[config.mk]
export PLATFORM = sky130hd
export DESIGN_NAME = keyed_count_table_unit_flat
export DESIGN_NICKNAME = d
export VERILOG_FILES = /design/src/hw/rtl/kct_pkg.sv /design/src/hw/rtl/kct_req_if.sv /design/src/hw/rtl/kct_rsp_if.sv /design/src/hw/rtl/kct_cell.sv /design/src/hw/rtl/keyed_count_table_unit.sv /design/src/flat_wrapper.sv
export SDC_FILE = /design/constraint.sdc
export NUM_CORES = 2
export LEC_CHECK = 0
export BUFFER_PORTS_ARGS = -buffer_cell sky130_fd_sc_hd__buf_2
export CAP_MARGIN = 20
export CELL_PAD_IN_SITES_DETAIL_PLACEMENT = 1
export CELL_PAD_IN_SITES_GLOBAL_PLACEMENT = 1
export CORE_MARGIN = 1
export CORE_UTILIZATION = 46
export CTS_CLUSTER_DIAMETER = 100
export DETAILED_ROUTE_END_ITERATION = 16
export GPL_ROUTABILITY_DRIVEN = 1
export HOLD_SLACK_MARGIN = 0.03
export MAX_ROUTING_LAYER = met4
export PLACE_DENSITY_LB_ADDON = 0.05
export SKIP_LAST_GASP = 1
export SYNTH_ARGS = -nofsm -noshare
export SYNTH_HDL_FRONTEND = slang
export SYNTH_SLANG_ARGS = --single-unit
[constraint.sdc]
create_clock -name i_clk -period 8.57 [get_ports i_clk]
set_input_delay 0.4285 -clock i_clk [delete_from_list [all_inputs] [get_ports i_clk]]
set_output_delay 0.4285 -clock i_clk [all_outputs]
set_load 0.1 [all_outputs]
[src/hw/rtl/kct_pkg.sv]
`timescale 1ns / 1ps
// ----------------------------------------------------------------------------
// kct_pkg: keyed count table package
// Sizes, status codes and the cell control type shared by the table files.
// ----------------------------------------------------------------------------
package kct_pkg;

    localparam int TABLE_SLOTS = 16;   // 2 .. 16
    localparam int KEY_CHARS   = 8;    // 1 .. 8

    localparam int KEY_W    = 64;
    localparam int KEY_BITS = 8 * KEY_CHARS;
    localparam int AMT_W    = 16;
    localparam int SLOT_W   = $clog2(TABLE_SLOTS);
    localparam int TOTAL_W  = $clog2(TABLE_SLOTS + 1);

    localparam int STATUS_W    = 3;
    localparam int SLOT_OUT_W  = 4;
    localparam int TOTAL_OUT_W = 5;

    typedef enum logic [STATUS_W-1:0] {
        ST_OK     = 3'd0,
        ST_ZERO   = 3'd1,
        ST_FULL   = 3'd2,
        ST_ABSENT = 3'd3,
        ST_SHORT  = 3'd4
    } t_status;

    // per-cell write controls, at most one set in a cycle
    typedef struct packed {
        logic load_new;     // take request key and write count
        logic load_count;   // take write count, keep key
        logic shift_in;     // take key and count from upper neighbour
    } t_cell_ctl;

endpackage

[src/hw/rtl/kct_req_if.sv]
`timescale 1ns / 1ps
// ----------------------------------------------------------------------------
// kct_req_if: request channel
// Valid/ready channel carrying one add or remove request item.
// ----------------------------------------------------------------------------
interface kct_req_if;
    logic                       valid;
    logic                       ready;
    logic                       req_type;
    logic [kct_pkg::KEY_W-1:0]  item_key;
    logic [kct_pkg::AMT_W-1:0]  amount;

    modport source (output valid, req_type, item_key, amount, input ready);
    modport sink   (input valid, req_type, item_key, amount, output ready);
endinterface

[src/hw/rtl/kct_rsp_if.sv]
`timescale 1ns / 1ps
// ----------------------------------------------------------------------------
// kct_rsp_if: result channel
// Valid/ready channel carrying one result item per request.
// ----------------------------------------------------------------------------
interface kct_rsp_if;
    logic                             valid;
    logic                             ready;
    logic [kct_pkg::STATUS_W-1:0]     status;
    logic [kct_pkg::SLOT_OUT_W-1:0]   slot_index;
    logic [kct_pkg::AMT_W-1:0]        new_count;
    logic [kct_pkg::TOTAL_OUT_W-1:0]  entry_total;

    modport source (output valid, status, slot_index, new_count, entry_total,
                    input ready);
    modport sink   (input valid, status, slot_index, new_count, entry_total,
                    output ready);
endinterface

[src/hw/rtl/kct_cell.sv]
`timescale 1ns / 1ps
// ----------------------------------------------------------------------------
// kct_cell: one table slot
// Holds one key and count, compares the key, takes data from its neighbour.
// ----------------------------------------------------------------------------
module kct_cell (
    input  logic                         i_clk,
    input  logic [kct_pkg::KEY_BITS-1:0] i_cmp_key,
    input  kct_pkg::t_cell_ctl           i_ctl,
    input  logic [kct_pkg::AMT_W-1:0]    i_wr_count,
    input  logic [kct_pkg::KEY_BITS-1:0] i_next_key,
    input  logic [kct_pkg::AMT_W-1:0]    i_next_count,
    output logic                         o_key_eq,
    output logic [kct_pkg::KEY_BITS-1:0] o_key,
    output logic [kct_pkg::AMT_W-1:0]    o_count
);

    logic [kct_pkg::KEY_BITS-1:0] r_key;
    logic [kct_pkg::AMT_W-1:0]    r_count;

    always_ff @(posedge i_clk) begin
        priority if (i_ctl.shift_in) begin
            r_key   <= i_next_key;
            r_count <= i_next_count;
        end else if (i_ctl.load_new) begin
            r_key   <= i_cmp_key;
            r_count <= i_wr_count;
        end else if (i_ctl.load_count) begin
            r_count <= i_wr_count;
        end else begin
            // no write: hold
            r_key   <= r_key;
            r_count <= r_count;
        end
    end

    assign o_key_eq = (r_key == i_cmp_key);
    assign o_key    = r_key;
    assign o_count  = r_count;

endmodule

[src/hw/rtl/keyed_count_table_unit.sv]
`timescale 1ns / 1ps
// ----------------------------------------------------------------------------
// keyed_count_table_unit: keyed count table
// Packed, insertion-ordered table of (key, count) entries in a row of cells.
// ----------------------------------------------------------------------------
// Each request item is taken in S_IDLE and applied in S_APPLY. In the cycle
// it is accepted, every cell compares its key with the request key at once
// and the hit slot and its count are registered. In S_APPLY the table is
// updated (count write, append at the fill level, or a one-step shift of all
// later cells down by one slot when a count reaches zero) and the result item
// is loaded into the output register. S_APPLY stretches while the output
// register still holds an earlier result that has not been taken. A request
// is accepted in any idle cycle, also while a result waits. Only the low
// 8*KEY_CHARS bits of the key are compared and stored. Slot contents are
// undefined after reset; the fill count alone says which slots are live,
// so no clearing pass is needed.
// ----------------------------------------------------------------------------
module keyed_count_table_unit (
    input  logic      i_clk,
    input  logic      i_rst_n,
    kct_req_if.sink   i_req,
    kct_rsp_if.source o_rsp
);

    typedef enum logic [1:0] {
        S_IDLE  = 2'b01,
        S_APPLY = 2'b10
    } t_state;

    t_state r_state, n_state;

    // fill level and registered request
    logic [kct_pkg::TOTAL_W-1:0]  r_used, n_used;
    logic                         r_req_type;
    logic [kct_pkg::KEY_BITS-1:0] r_key;
    logic [kct_pkg::AMT_W-1:0]    r_amount;

    // registered compare outcome
    logic [kct_pkg::TABLE_SLOTS-1:0] r_hit_vec;
    logic                            r_hit;
    logic [kct_pkg::SLOT_W-1:0]      r_hit_idx;
    logic [kct_pkg::AMT_W-1:0]       r_hit_count;

    // result register
    logic                             r_rsp_valid;
    logic [kct_pkg::STATUS_W-1:0]     r_status;
    logic [kct_pkg::SLOT_OUT_W-1:0]   r_slot;
    logic [kct_pkg::AMT_W-1:0]        r_count_out;
    logic [kct_pkg::TOTAL_OUT_W-1:0]  r_total;

    // cell row; the extra top entry feeds the last cell's shift input
    logic [kct_pkg::KEY_BITS-1:0]    cell_key   [kct_pkg::TABLE_SLOTS+1];
    logic [kct_pkg::AMT_W-1:0]       cell_count [kct_pkg::TABLE_SLOTS+1];
    logic [kct_pkg::TABLE_SLOTS-1:0] cell_eq;
    logic [kct_pkg::TABLE_SLOTS-1:0] hit_vec;
    kct_pkg::t_cell_ctl              cell_ctl   [kct_pkg::TABLE_SLOTS];

    logic [kct_pkg::KEY_BITS-1:0] cmp_key;
    logic                         accept;
    logic                         apply_go;
    logic [kct_pkg::SLOT_W-1:0]   hit_idx;
    logic [kct_pkg::AMT_W-1:0]    hit_count;

    // update decode
    logic [kct_pkg::AMT_W:0]      cnt_sum;
    logic [kct_pkg::AMT_W-1:0]    cnt_sat;
    logic [kct_pkg::AMT_W-1:0]    cnt_diff;
    logic                         upd_count;
    logic                         do_append;
    logic                         do_shift;
    logic [kct_pkg::AMT_W-1:0]    wr_count;
    kct_pkg::t_status             res_status;
    logic [kct_pkg::SLOT_W-1:0]   res_slot;
    logic [kct_pkg::AMT_W-1:0]    res_count;

    assign accept   = i_req.valid && i_req.ready;
    assign apply_go = (r_state == S_APPLY) && (!r_rsp_valid || o_rsp.ready);

    // compare against the live request in the accept cycle, against the
    // held key while updating (new key written from it on append)
    assign cmp_key = (r_state == S_APPLY) ? r_key
                                          : i_req.item_key[kct_pkg::KEY_BITS-1:0];

    assign cell_key[kct_pkg::TABLE_SLOTS]   = '0;
    assign cell_count[kct_pkg::TABLE_SLOTS] = '0;

    for (genvar i = 0; i < kct_pkg::TABLE_SLOTS; i++) begin : g_cell
        // a cell only counts as a hit below the fill level
        assign hit_vec[i] = cell_eq[i] && (kct_pkg::TOTAL_W'(i) < r_used);

        assign cell_ctl[i].load_count = apply_go && upd_count && r_hit_vec[i];
        assign cell_ctl[i].load_new   = apply_go && do_append
                                        && (r_used == kct_pkg::TOTAL_W'(i));
        assign cell_ctl[i].shift_in   = apply_go && do_shift
                                        && (kct_pkg::SLOT_W'(i) >= r_hit_idx)
                                        && (kct_pkg::TOTAL_W'(i + 1) < r_used);

        kct_cell u_cell (
            .i_clk        (i_clk),
            .i_cmp_key    (cmp_key),
            .i_ctl        (cell_ctl[i]),
            .i_wr_count   (wr_count),
            .i_next_key   (cell_key[i+1]),
            .i_next_count (cell_count[i+1]),
            .o_key_eq     (cell_eq[i]),
            .o_key        (cell_key[i]),
            .o_count      (cell_count[i])
        );
    end

    // live keys are unique, so at most one hit: OR-select index and count
    always_comb begin
        hit_idx   = '0;
        hit_count = '0;
        for (int i = 0; i < kct_pkg::TABLE_SLOTS; i++) begin
            if (hit_vec[i]) begin
                hit_idx   = hit_idx | kct_pkg::SLOT_W'(i);
                hit_count = hit_count | cell_count[i];
            end
        end
    end

    // decision for the update cycle
    always_comb begin
        cnt_sum    = {1'b0, r_hit_count} + {1'b0, r_amount};
        cnt_sat    = cnt_sum[kct_pkg::AMT_W] ? '1 : cnt_sum[kct_pkg::AMT_W-1:0];
        cnt_diff   = r_hit_count - r_amount;
        upd_count  = 1'b0;
        do_append  = 1'b0;
        do_shift   = 1'b0;
        wr_count   = r_amount;
        res_status = kct_pkg::ST_OK;
        res_slot   = '0;
        res_count  = '0;
        n_used     = r_used;
        priority if (r_amount == '0) begin
            res_status = kct_pkg::ST_ZERO;
        end else if (!r_req_type && r_hit) begin
            upd_count = 1'b1;
            wr_count  = cnt_sat;
            res_slot  = r_hit_idx;
            res_count = cnt_sat;
        end else if (!r_req_type
                     && (r_used >= kct_pkg::TOTAL_W'(kct_pkg::TABLE_SLOTS))) begin
            res_status = kct_pkg::ST_FULL;
        end else if (!r_req_type) begin
            do_append = 1'b1;
            res_slot  = r_used[kct_pkg::SLOT_W-1:0];
            res_count = r_amount;
            n_used    = r_used + kct_pkg::TOTAL_W'(1);
        end else if (!r_hit) begin
            res_status = kct_pkg::ST_ABSENT;
        end else if (r_hit_count < r_amount) begin
            res_status = kct_pkg::ST_SHORT;
            res_count  = r_hit_count;
        end else if (cnt_diff == '0) begin
            // entry emptied: later cells close the gap
            do_shift = 1'b1;
            res_slot = r_hit_idx;
            n_used   = r_used - kct_pkg::TOTAL_W'(1);
        end else begin
            upd_count = 1'b1;
            wr_count  = cnt_diff;
            res_slot  = r_hit_idx;
            res_count = cnt_diff;
        end
    end

    always_comb begin
        n_state = r_state;
        unique case (r_state)
            S_IDLE:  if (accept)   n_state = S_APPLY;
            S_APPLY: if (apply_go) n_state = S_IDLE;
            default: n_state = S_IDLE;
        endcase
    end

    always_ff @(posedge i_clk) begin
        if (!i_rst_n) begin
            r_state     <= S_IDLE;
            r_used      <= '0;
            r_rsp_valid <= 1'b0;
        end else begin
            r_state <= n_state;
            if (apply_go) begin
                r_used      <= n_used;
                r_rsp_valid <= 1'b1;
            end else if (o_rsp.ready) begin
                r_rsp_valid <= 1'b0;
            end
        end
    end

    // request and compare outcome
    always_ff @(posedge i_clk) begin
        if (accept) begin
            r_req_type  <= i_req.req_type;
            r_key       <= i_req.item_key[kct_pkg::KEY_BITS-1:0];
            r_amount    <= i_req.amount;
            r_hit_vec   <= hit_vec;
            r_hit       <= |hit_vec;
            r_hit_idx   <= hit_idx;
            r_hit_count <= hit_count;
        end
    end

    // result payload
    always_ff @(posedge i_clk) begin
        if (apply_go) begin
            r_status    <= res_status;
            r_slot      <= kct_pkg::SLOT_OUT_W'(res_slot);
            r_count_out <= res_count;
            r_total     <= kct_pkg::TOTAL_OUT_W'(n_used);
        end
    end

    assign i_req.ready       = (r_state == S_IDLE);
    assign o_rsp.valid       = r_rsp_valid;
    assign o_rsp.status      = r_status;
    assign o_rsp.slot_index  = r_slot;
    assign o_rsp.new_count   = r_count_out;
    assign o_rsp.entry_total = r_total;

endmodule

[src/flat_wrapper.sv]
// flat-port wrapper written by rule: the top's interface ports become plain ports
module keyed_count_table_unit_flat 
  (i_clk, i_rst_n, i_req_valid, i_req_req_type, i_req_item_key, i_req_amount, i_req_ready, o_rsp_valid, o_rsp_status, o_rsp_slot_index, o_rsp_new_count, o_rsp_entry_total, o_rsp_ready);
  kct_req_if i_req_i ();
  kct_rsp_if o_rsp_i ();
  input  logic i_clk;
  input  logic i_rst_n;
  input wire logic [$bits(i_req_i.valid)-1:0] i_req_valid;
  input wire logic [$bits(i_req_i.req_type)-1:0] i_req_req_type;
  input wire logic [$bits(i_req_i.item_key)-1:0] i_req_item_key;
  input wire logic [$bits(i_req_i.amount)-1:0] i_req_amount;
  output wire logic [$bits(i_req_i.ready)-1:0] i_req_ready;
  output wire logic [$bits(o_rsp_i.valid)-1:0] o_rsp_valid;
  output wire logic [$bits(o_rsp_i.status)-1:0] o_rsp_status;
  output wire logic [$bits(o_rsp_i.slot_index)-1:0] o_rsp_slot_index;
  output wire logic [$bits(o_rsp_i.new_count)-1:0] o_rsp_new_count;
  output wire logic [$bits(o_rsp_i.entry_total)-1:0] o_rsp_entry_total;
  input wire logic [$bits(o_rsp_i.ready)-1:0] o_rsp_ready;
  assign i_req_i.valid = i_req_valid;
  assign i_req_i.req_type = i_req_req_type;
  assign i_req_i.item_key = i_req_item_key;
  assign i_req_i.amount = i_req_amount;
  assign i_req_ready = i_req_i.ready;
  assign o_rsp_valid = o_rsp_i.valid;
  assign o_rsp_status = o_rsp_i.status;
  assign o_rsp_slot_index = o_rsp_i.slot_index;
  assign o_rsp_new_count = o_rsp_i.new_count;
  assign o_rsp_entry_total = o_rsp_i.entry_total;
  assign o_rsp_i.ready = o_rsp_ready;
  keyed_count_table_unit u_core (.i_clk(i_clk), .i_rst_n(i_rst_n), .i_req(i_req_i), .o_rsp(o_rsp_i));
endmodule
# Word level (Yosys, flattened, before mapping)
# Cells that the tools add are included.
word_totals:
  register_bits: 1434
  input_bits: 85
  wordCells: 435
op_classes:
  addsub: 4
  magnitude_cmp: 35
  eq_ne: 35
  muxes: 161
  bitwise_logic: 17
  n_reduce_logical: 132
ops:
  columns: ["operator", "n"]
  rows:
  - ["2-to-1 mux 64 bit", 31]
  - ["2-to-1 mux 16 bit", 77]
  - ["== test 64 bit", 16]
  - ["OR 16 bit", 15]
  - ["logical AND 1 bit", 87]
  - ["nonzero test 3 bit", 15]
  - ["2-to-1 mux 4 bit", 11]
  - ["== test 5 x 4 -> 1 bit, second input constant", 8]
  - ["less-than comparator 4 x 5 -> 1 bit, first input constant", 8]
  - ["2-to-1 mux 5 bit", 7]
  - ["nonzero test 2 bit", 17]
  - [">= comparator 4 bit, first input constant", 8]
  - ["zero test 16 bit", 2]
  - ["2-to-1 mux 1 bit", 22]
  - ["== test 5 x 3 -> 1 bit, second input constant", 4]
  - ["less-than comparator 3 x 5 -> 1 bit, first input constant", 4]
  - ["adder 16 x 16 -> 17 bit", 1]
  - [">= comparator 3 x 4 -> 1 bit, first input constant", 4]
  - ["less-than comparator 16 bit", 1]
  - ["OR reduction 16 bit", 1]
  - ["subtractor 16 bit", 1]
  - ["2-to-1 mux 3 bit", 5]
  - ["2-to-1 mux 2 bit", 7]
  - ["== test 5 x 2 -> 1 bit, second input constant", 2]
  - ["other kinds (23)", 30]

# Longest topological paths before layout
depth:
  word_depth: 35
  ltp_mapped: 17
  depth_no_buf: 13

# Modules after synthesis
# From an unflattened synthesis, not the netlist that was laid out.
unflattened:
  hier_cells: 5283
  hier_area_um2: 75733.9
modules_own_cells:
  columns: ["module", "n_inst", "cells_per_inst", "area_each_um2", "seq_area_each_um2"]
  rows:
  - ["kct_cell", 16, 256, 4058.9, 2402.3]
  - ["keyed_count_table_unit", 1, 1187, 10791.6, 4544.4]

# Worst setup path before layout
# No wires, ideal clock.
synth_path:
  path_kind: "register to register"
  start: "register u_core.r_used[1] in the netlist's numbering"
  end: "register u_core.g_cell[5].u_cell.r_count, in the netlist u_core.g_cell[5].u_cell.o_count[0] (enable)"
  setup_ns: 0.369
  arrival_time_ns: 5.601
  t_required_ns: 8.201
  slack_ns: 2.600
  stages_incl_launch_ff: 9
  path_cell_list: "dfxtp_1 -> clkbuf_1 -> or4_1 -> o21ai_0 -> o211ai_1 -> nor2_1 -> nand3_1 -> o2bb2ai_1 -> a21o_1"
synth_between:
  elab_chain_len: 9
  word_cells_on_any_way: 21
  classes_between: "2 x order compare; 1 x eq/ne; 9 x mux; 9 x reduce/logical"
synth_lines:
  columns: ["item", "line", "rtl"]
  rows:
  - ["start, declared", "keyed_count_table_unit.sv:33", "logic [kct_pkg::TOTAL_W-1:0] r_used, n_used;"]
  - ["start signal, assigned", "keyed_count_table_unit.sv:186", "r_used <= n_used;"]
  - [">= comparator 5 bit", "keyed_count_table_unit.sv:144", "&& (r_used >= kct_pkg::TOTAL_W'(kct_pkg::TABLE_SLOTS))) begin"]
  - ["logical AND 1 bit", "keyed_count_table_unit.sv:144", null]
  - ["2-to-1 mux 1 bit", "keyed_count_table_unit.sv:143", "end else if (!r_req_type"]
  - ["2-to-1 mux 1 bit", "keyed_count_table_unit.sv:138", "end else if (!r_req_type && r_hit) begin"]
  - ["2-to-1 mux 1 bit", "keyed_count_table_unit.sv:136", "priority if (r_amount == '0) begin"]
  - ["logical AND 1 bit", "keyed_count_table_unit.sv:94", "assign cell_ctl[i].shift_in = apply_go && do_shift"]
  - ["logical AND 1 bit", "keyed_count_table_unit.sv:95", "&& (kct_pkg::SLOT_W'(i) >= r_hit_idx)"]
  - ["logical AND 1 bit", "keyed_count_table_unit.sv:96", "&& (kct_pkg::TOTAL_W'(i + 1) < r_used);"]
  - ["nonzero test 3 bit (no source line) (*)", null, null]
  - ["end signal, assigned", "kct_cell.sv:27", "r_count <= i_wr_count;"]
  - ["end signal, assigned", "kct_cell.sv:29", "r_count <= i_wr_count;"]
  - ["end signal, assigned", "kct_cell.sv:33", "r_count <= r_count;"]
  - ["end, declared", "kct_cell.sv:19", "logic [kct_pkg::AMT_W-1:0] r_count;"]
# Mark *: on every way between the ends. The rest lies on a longest branch, timed or not.
# A chain may end at the register's enable or synchronous reset.

# Final worst setup path
layout_path:
  start: "register u_core.r_hit_count[9] in the netlist's numbering"
  end: "register u_core.g_cell[12].u_cell.r_key, in the netlist u_core.g_cell[12].u_cell.o_key[2], data pin"
layout_between:
  elab_chain_len: 13
  word_cells_on_any_way: 14
  classes_between: "1 x add/sub; 1 x order compare; 8 x mux; 4 x reduce/logical"
layout_lines:
  columns: ["item", "line", "rtl"]
  rows:
  - ["start, declared", "keyed_count_table_unit.sv:42", "logic [kct_pkg::AMT_W-1:0] r_hit_count;"]
  - ["start signal, assigned", "keyed_count_table_unit.sv:203", "r_hit_count <= hit_count;"]
  - ["subtractor 16 bit", "keyed_count_table_unit.sv:127", "cnt_diff = r_hit_count - r_amount;"]
  - ["zero test 16 bit", "keyed_count_table_unit.sv:156", "end else if (cnt_diff == '0) begin"]
  - ["2-to-1 mux 1 bit", "keyed_count_table_unit.sv:156", null]
  - ["2-to-1 mux 1 bit (*)", "keyed_count_table_unit.sv:153", "end else if (r_hit_count < r_amount) begin"]
  - ["2-to-1 mux 1 bit (*)", "keyed_count_table_unit.sv:151", "end else if (!r_hit) begin"]
  - ["2-to-1 mux 1 bit (*)", "keyed_count_table_unit.sv:146", "end else if (!r_req_type) begin"]
  - ["2-to-1 mux 1 bit (*)", "keyed_count_table_unit.sv:143", null]
  - ["2-to-1 mux 1 bit (*)", "keyed_count_table_unit.sv:138", null]
  - ["2-to-1 mux 1 bit (*)", "keyed_count_table_unit.sv:136", null]
  - ["logical AND 1 bit (*)", "keyed_count_table_unit.sv:94", null]
  - ["logical AND 1 bit (*)", "keyed_count_table_unit.sv:95", null]
  - ["logical AND 1 bit (*)", "keyed_count_table_unit.sv:96", null]
  - ["2-to-1 mux 64 bit (*)", "kct_cell.sv:22", "priority if (i_ctl.shift_in) begin"]
  - ["end signal, assigned", "kct_cell.sv:23", "r_key <= i_next_key;"]
  - ["end signal, assigned", "kct_cell.sv:26", "r_key <= i_cmp_key;"]
  - ["end signal, assigned", "kct_cell.sv:32", "r_key <= r_key;"]
  - ["end, declared", "kct_cell.sv:18", "logic [kct_pkg::KEY_BITS-1:0] r_key;"]
# Marks and branches as above.

==> flow_metrics.tcl <==
set metrics [dict create \
    cts.clk_slew.worst_paths_ns 0.06 \
    htreeDepth 4 \
    grt_pass1_vias 57610 \
    cts_setup_buffers 0 \
    area_delta_synth_final_pct 13.13 \
    numCtsBuffers 164 \
    die_area_sq_um 161600 \
    cts_buffer_depth 3 \
    cp.required_ns 9.13 \
    synth_common_cells "nor2_1 (1410), edfxtp_1 (1346), a21oi_1 (1277)" \
    min_period_ns 6.161 \
    finalSetupTns_ns 0 \
    switchingPower_mw 4.360 \
    ys_seq_elements 1434 \
    cts.sinks 1434 \
    via_per_inst 6.424 \
    seqPwrFrac_pct 47.7 \
    insertion_delay_ns 0.83 \
    grt_pass1_wl_mm 434.1 \
    drtIter0Drc 7143 \
    drcViolationCount 0 \
    die_x_um 402.0 \
    rsz0062_at_grt "false" \
    synth_top_area_share_pct 54.91 \
    postPlaceCellArea_sq_um 77250 \
    synth_ff_type "edfxtp_1" \
    multiInputGateArea_sq_um 29610 \
    holdCritPathClass "input pin to flip-flop" \
    finalWeightedCongestion 0.9730 \
    fin_area_sq_um 83270 \
    synthArstFlopShare_pct 0 \
    setup_viol 0 \
    die-height_um 402.0 \
    p_clk_share_pct 42.0 \
    powerDensity_nw_per_um2 198.2 \
    tightest_slew_ns 1.153 \
    maxCapViolCount 0 \
    critical_path.endpoint_type "flip-flop" \
    power_mw 16.51 \
    outcome "finished, final reports clean" \
    dr.pass1.iters 5 \
    pin_count 115 \
    fin_nets 7050 \
    ant_nets 0 \
    wl_per_cell_um 34.13 \
    fin_util_pct 52.52 \
    fin_crit_sh_pct 71.88 \
    std_cell_rows 146 \
    grt_overflow 0 \
    p_sw_share_pct 26.41 \
    ys_warn_count 0 \
    syn-num-nets 7014 \
    synth_area_leaders "edfxtp_1 (55%), a21oi_1 (8.7%), nor2_1 (7.2%)" \
    peakVddDrop_mv 0.2365 \
    num-fill-cells 16740 \
    hold_viol 0 \
    synth.most_common_cell "nor2_1" \
    portBuffers 114 \
    crit_type "flip-flop to flip-flop" \
    root_buffer "clkbuf_16" \
    yosys.area.top_type "edfxtp_1" \
    cp-start-kind "flip-flop" \
    synthCells 6890 \
    vias 58770 \
    hold-worst-slack_ns 0.3295 \
    grt_max_degree 158 \
    crit_fanout 99 \
    fin_worst_skew_ns 0.03450 \
    synth.distinct_cells 81 \
    crit_arrival_ns 6.72 \
    leakagePower_nw 29.62 \
    wl_mm 312.2 \
    ys_seq_area_share_pct 57.31 \
    syn_area_sq_um 73610 \
    regArea_sq_um 42180 \
    combPwrFrac_pct 10.4 \
    report.final.slew_viol_count 0 \
    start_util_pct 46.42 \
    coreArea_sq_um 158600 \
    synth.avg_cell_area_sq_um 10.68 \
    fmax_mhz 162.3 \
    grt_antenna_before_repair 8 \
    cell_internal_pwr_mw 12.15 \
    drive_above_1_share_pct 10.13 \
    grtUsageTotal_pct 38.97 \
    dp_hpwl_mm 217.8 \
    relSlewSlack_pct 22.79 \
    cts_tree "yes" \
    synth_edf_count 1346 \
]
metrics by stage:
stage | worst slack (ns) | instances
2_1_floorplan | 2.600 | 6890
5_1_grt | 2.053 | 9141
4_1_cts | 2.382 | 9136
3_3_place_gp | 2.371 | 8741
3_5_place_dp | 2.415 | 8747
6_report | 2.409 | 9148
power by group through the flow:
stage / clock network (mW) / logic, mW / registers [mW]
2_1_floorplan: 0 / 0.939 / 7.98
3_3_place_gp: 0 / 1.61 / 8.01
3_5_place_dp: 0 / 1.65 / 8.01
4_1_cts: 6.98 / 1.68 / 7.87
5_1_grt: 7.21 / 1.79 / 7.87
6_report: 6.93 / 1.71 / 7.87
worst paths after layout:
check                           slack (ns)                              endpoint                                 start  depth (start not counted)
worst min-delay path                  0.33                   u_core.r_amount[14]                      i_req_amount[14]                          2
worst max register to register        2.41     u_core.g_cell[12].u_cell.o_key[2]                 u_core.r_hit_count[9]                         14
worst min register to register        0.54  u_core.g_cell[15].u_cell.o_count[12]  u_core.g_cell[15].u_cell.o_count[12]                          2
worst max-delay path                  2.41     u_core.g_cell[12].u_cell.o_key[2]                 u_core.r_hit_count[9]                         14
logic make-up after synthesis:
kind of cell | share of synthesized area (%)
fa+ha+maj | 0.6833
simple gates | 12.15
buf+inv | 3.825
mux | 1.639
flops | 57.31
xor+xnor | 11.01
compound gates | 13.39
metal layers:
metal  share of wire, %  GRT usage [%]  routed length, um
met1                 38          47.83             119500
met2                 47          60.96             146000
met3                8.3          6.740              25980
met4                6.6          22.06              20660
met5                  0              -                  0
cell usage in the layout, fill, tap and decap left out, types with 13 or more instances in the layout:
master            n
a211oi_1         30
o21ai_0          82
xnor2_1         491
nor2_1         1409
nand2_1          98
mux2i_1          35
nand3_1          37
clkbuf_8         13
a221oi_1         82
xor2_1          434
a21oi_1        1276
nor3_1           32
and3_1           17
clkinv_2         30
buf_2           114
inv_1            68
clkinv_1         31
ha_1             37
dfxtp_1          88
nand4_1         161
a21o_1           26
mux2i_4          64
nor4_1          154
o22ai_1          35
buf_12           18
clkbuf_16       164
dlygate4sd3_1    83
nand2b_1         17
a22oi_1          19
buf_4           208
clkbuf_1         45
a22o_1           71
edfxtp_1       1346
worst max-delay path, stage by stage, from the launching register on:
cell and delay [ns]:
edfxtp_1 0.67, ha_1 0.59, o21ai_0 0.30, nor2_1 0.08, or3_1 0.41, o211ai_1 0.28
a21oi_1 0.14, o21ai_0 0.68, nor4_4 0.10, buf_4 0.30, nand3b_1 0.14, buf_4 0.72
buf_4 0.88, nor2_1 0.08, a21oi_1 0.41
sequential cells by signal, indices dropped and copies added (netlist names):
signal,count
u_core.g_cell.u_cell.o_key,1024
u_core.g_cell.u_cell.o_count,256
u_core.r_key,64
u_core.o_rsp.new_count,16
u_core.r_amount,16
u_core.r_hit_count,16
u_core.r_hit_vec,16
u_core.o_rsp.entry_total,5
u_core.r_used,5
u_core.o_rsp.slot_index,4
u_core.r_hit_idx,4
u_core.o_rsp.status,3
u_core.r_state,2
u_core.o_rsp.valid,1
u_core.r_hit,1
u_core.r_req_type,1
repair_timing:
action | 4_1_cts | 5_1_grt
hold endpoints to repair | 88 | 0
hold buffers | 83 | 0
setup endpoints to repair | 0 | 0
gates resized for setup | 0 | 0
cell type report:
| class | instances | area share, % |
|---|---|---|
| repair buffers | 430 | 4.173 |
| flip-flops and latches | 1434 | 50.65 |
| inverters | 70 | 0.3155 |
| multi-input cells | 4826 | 35.56 |
| diodes | 10 | 0.03005 |
| well taps | 2072 | 3.113 |
| clock inverters | 84 | 0.8129 |
| clock buffers | 222 | 5.346 |
Note: power is estimated with default switching activity, not from simulation.
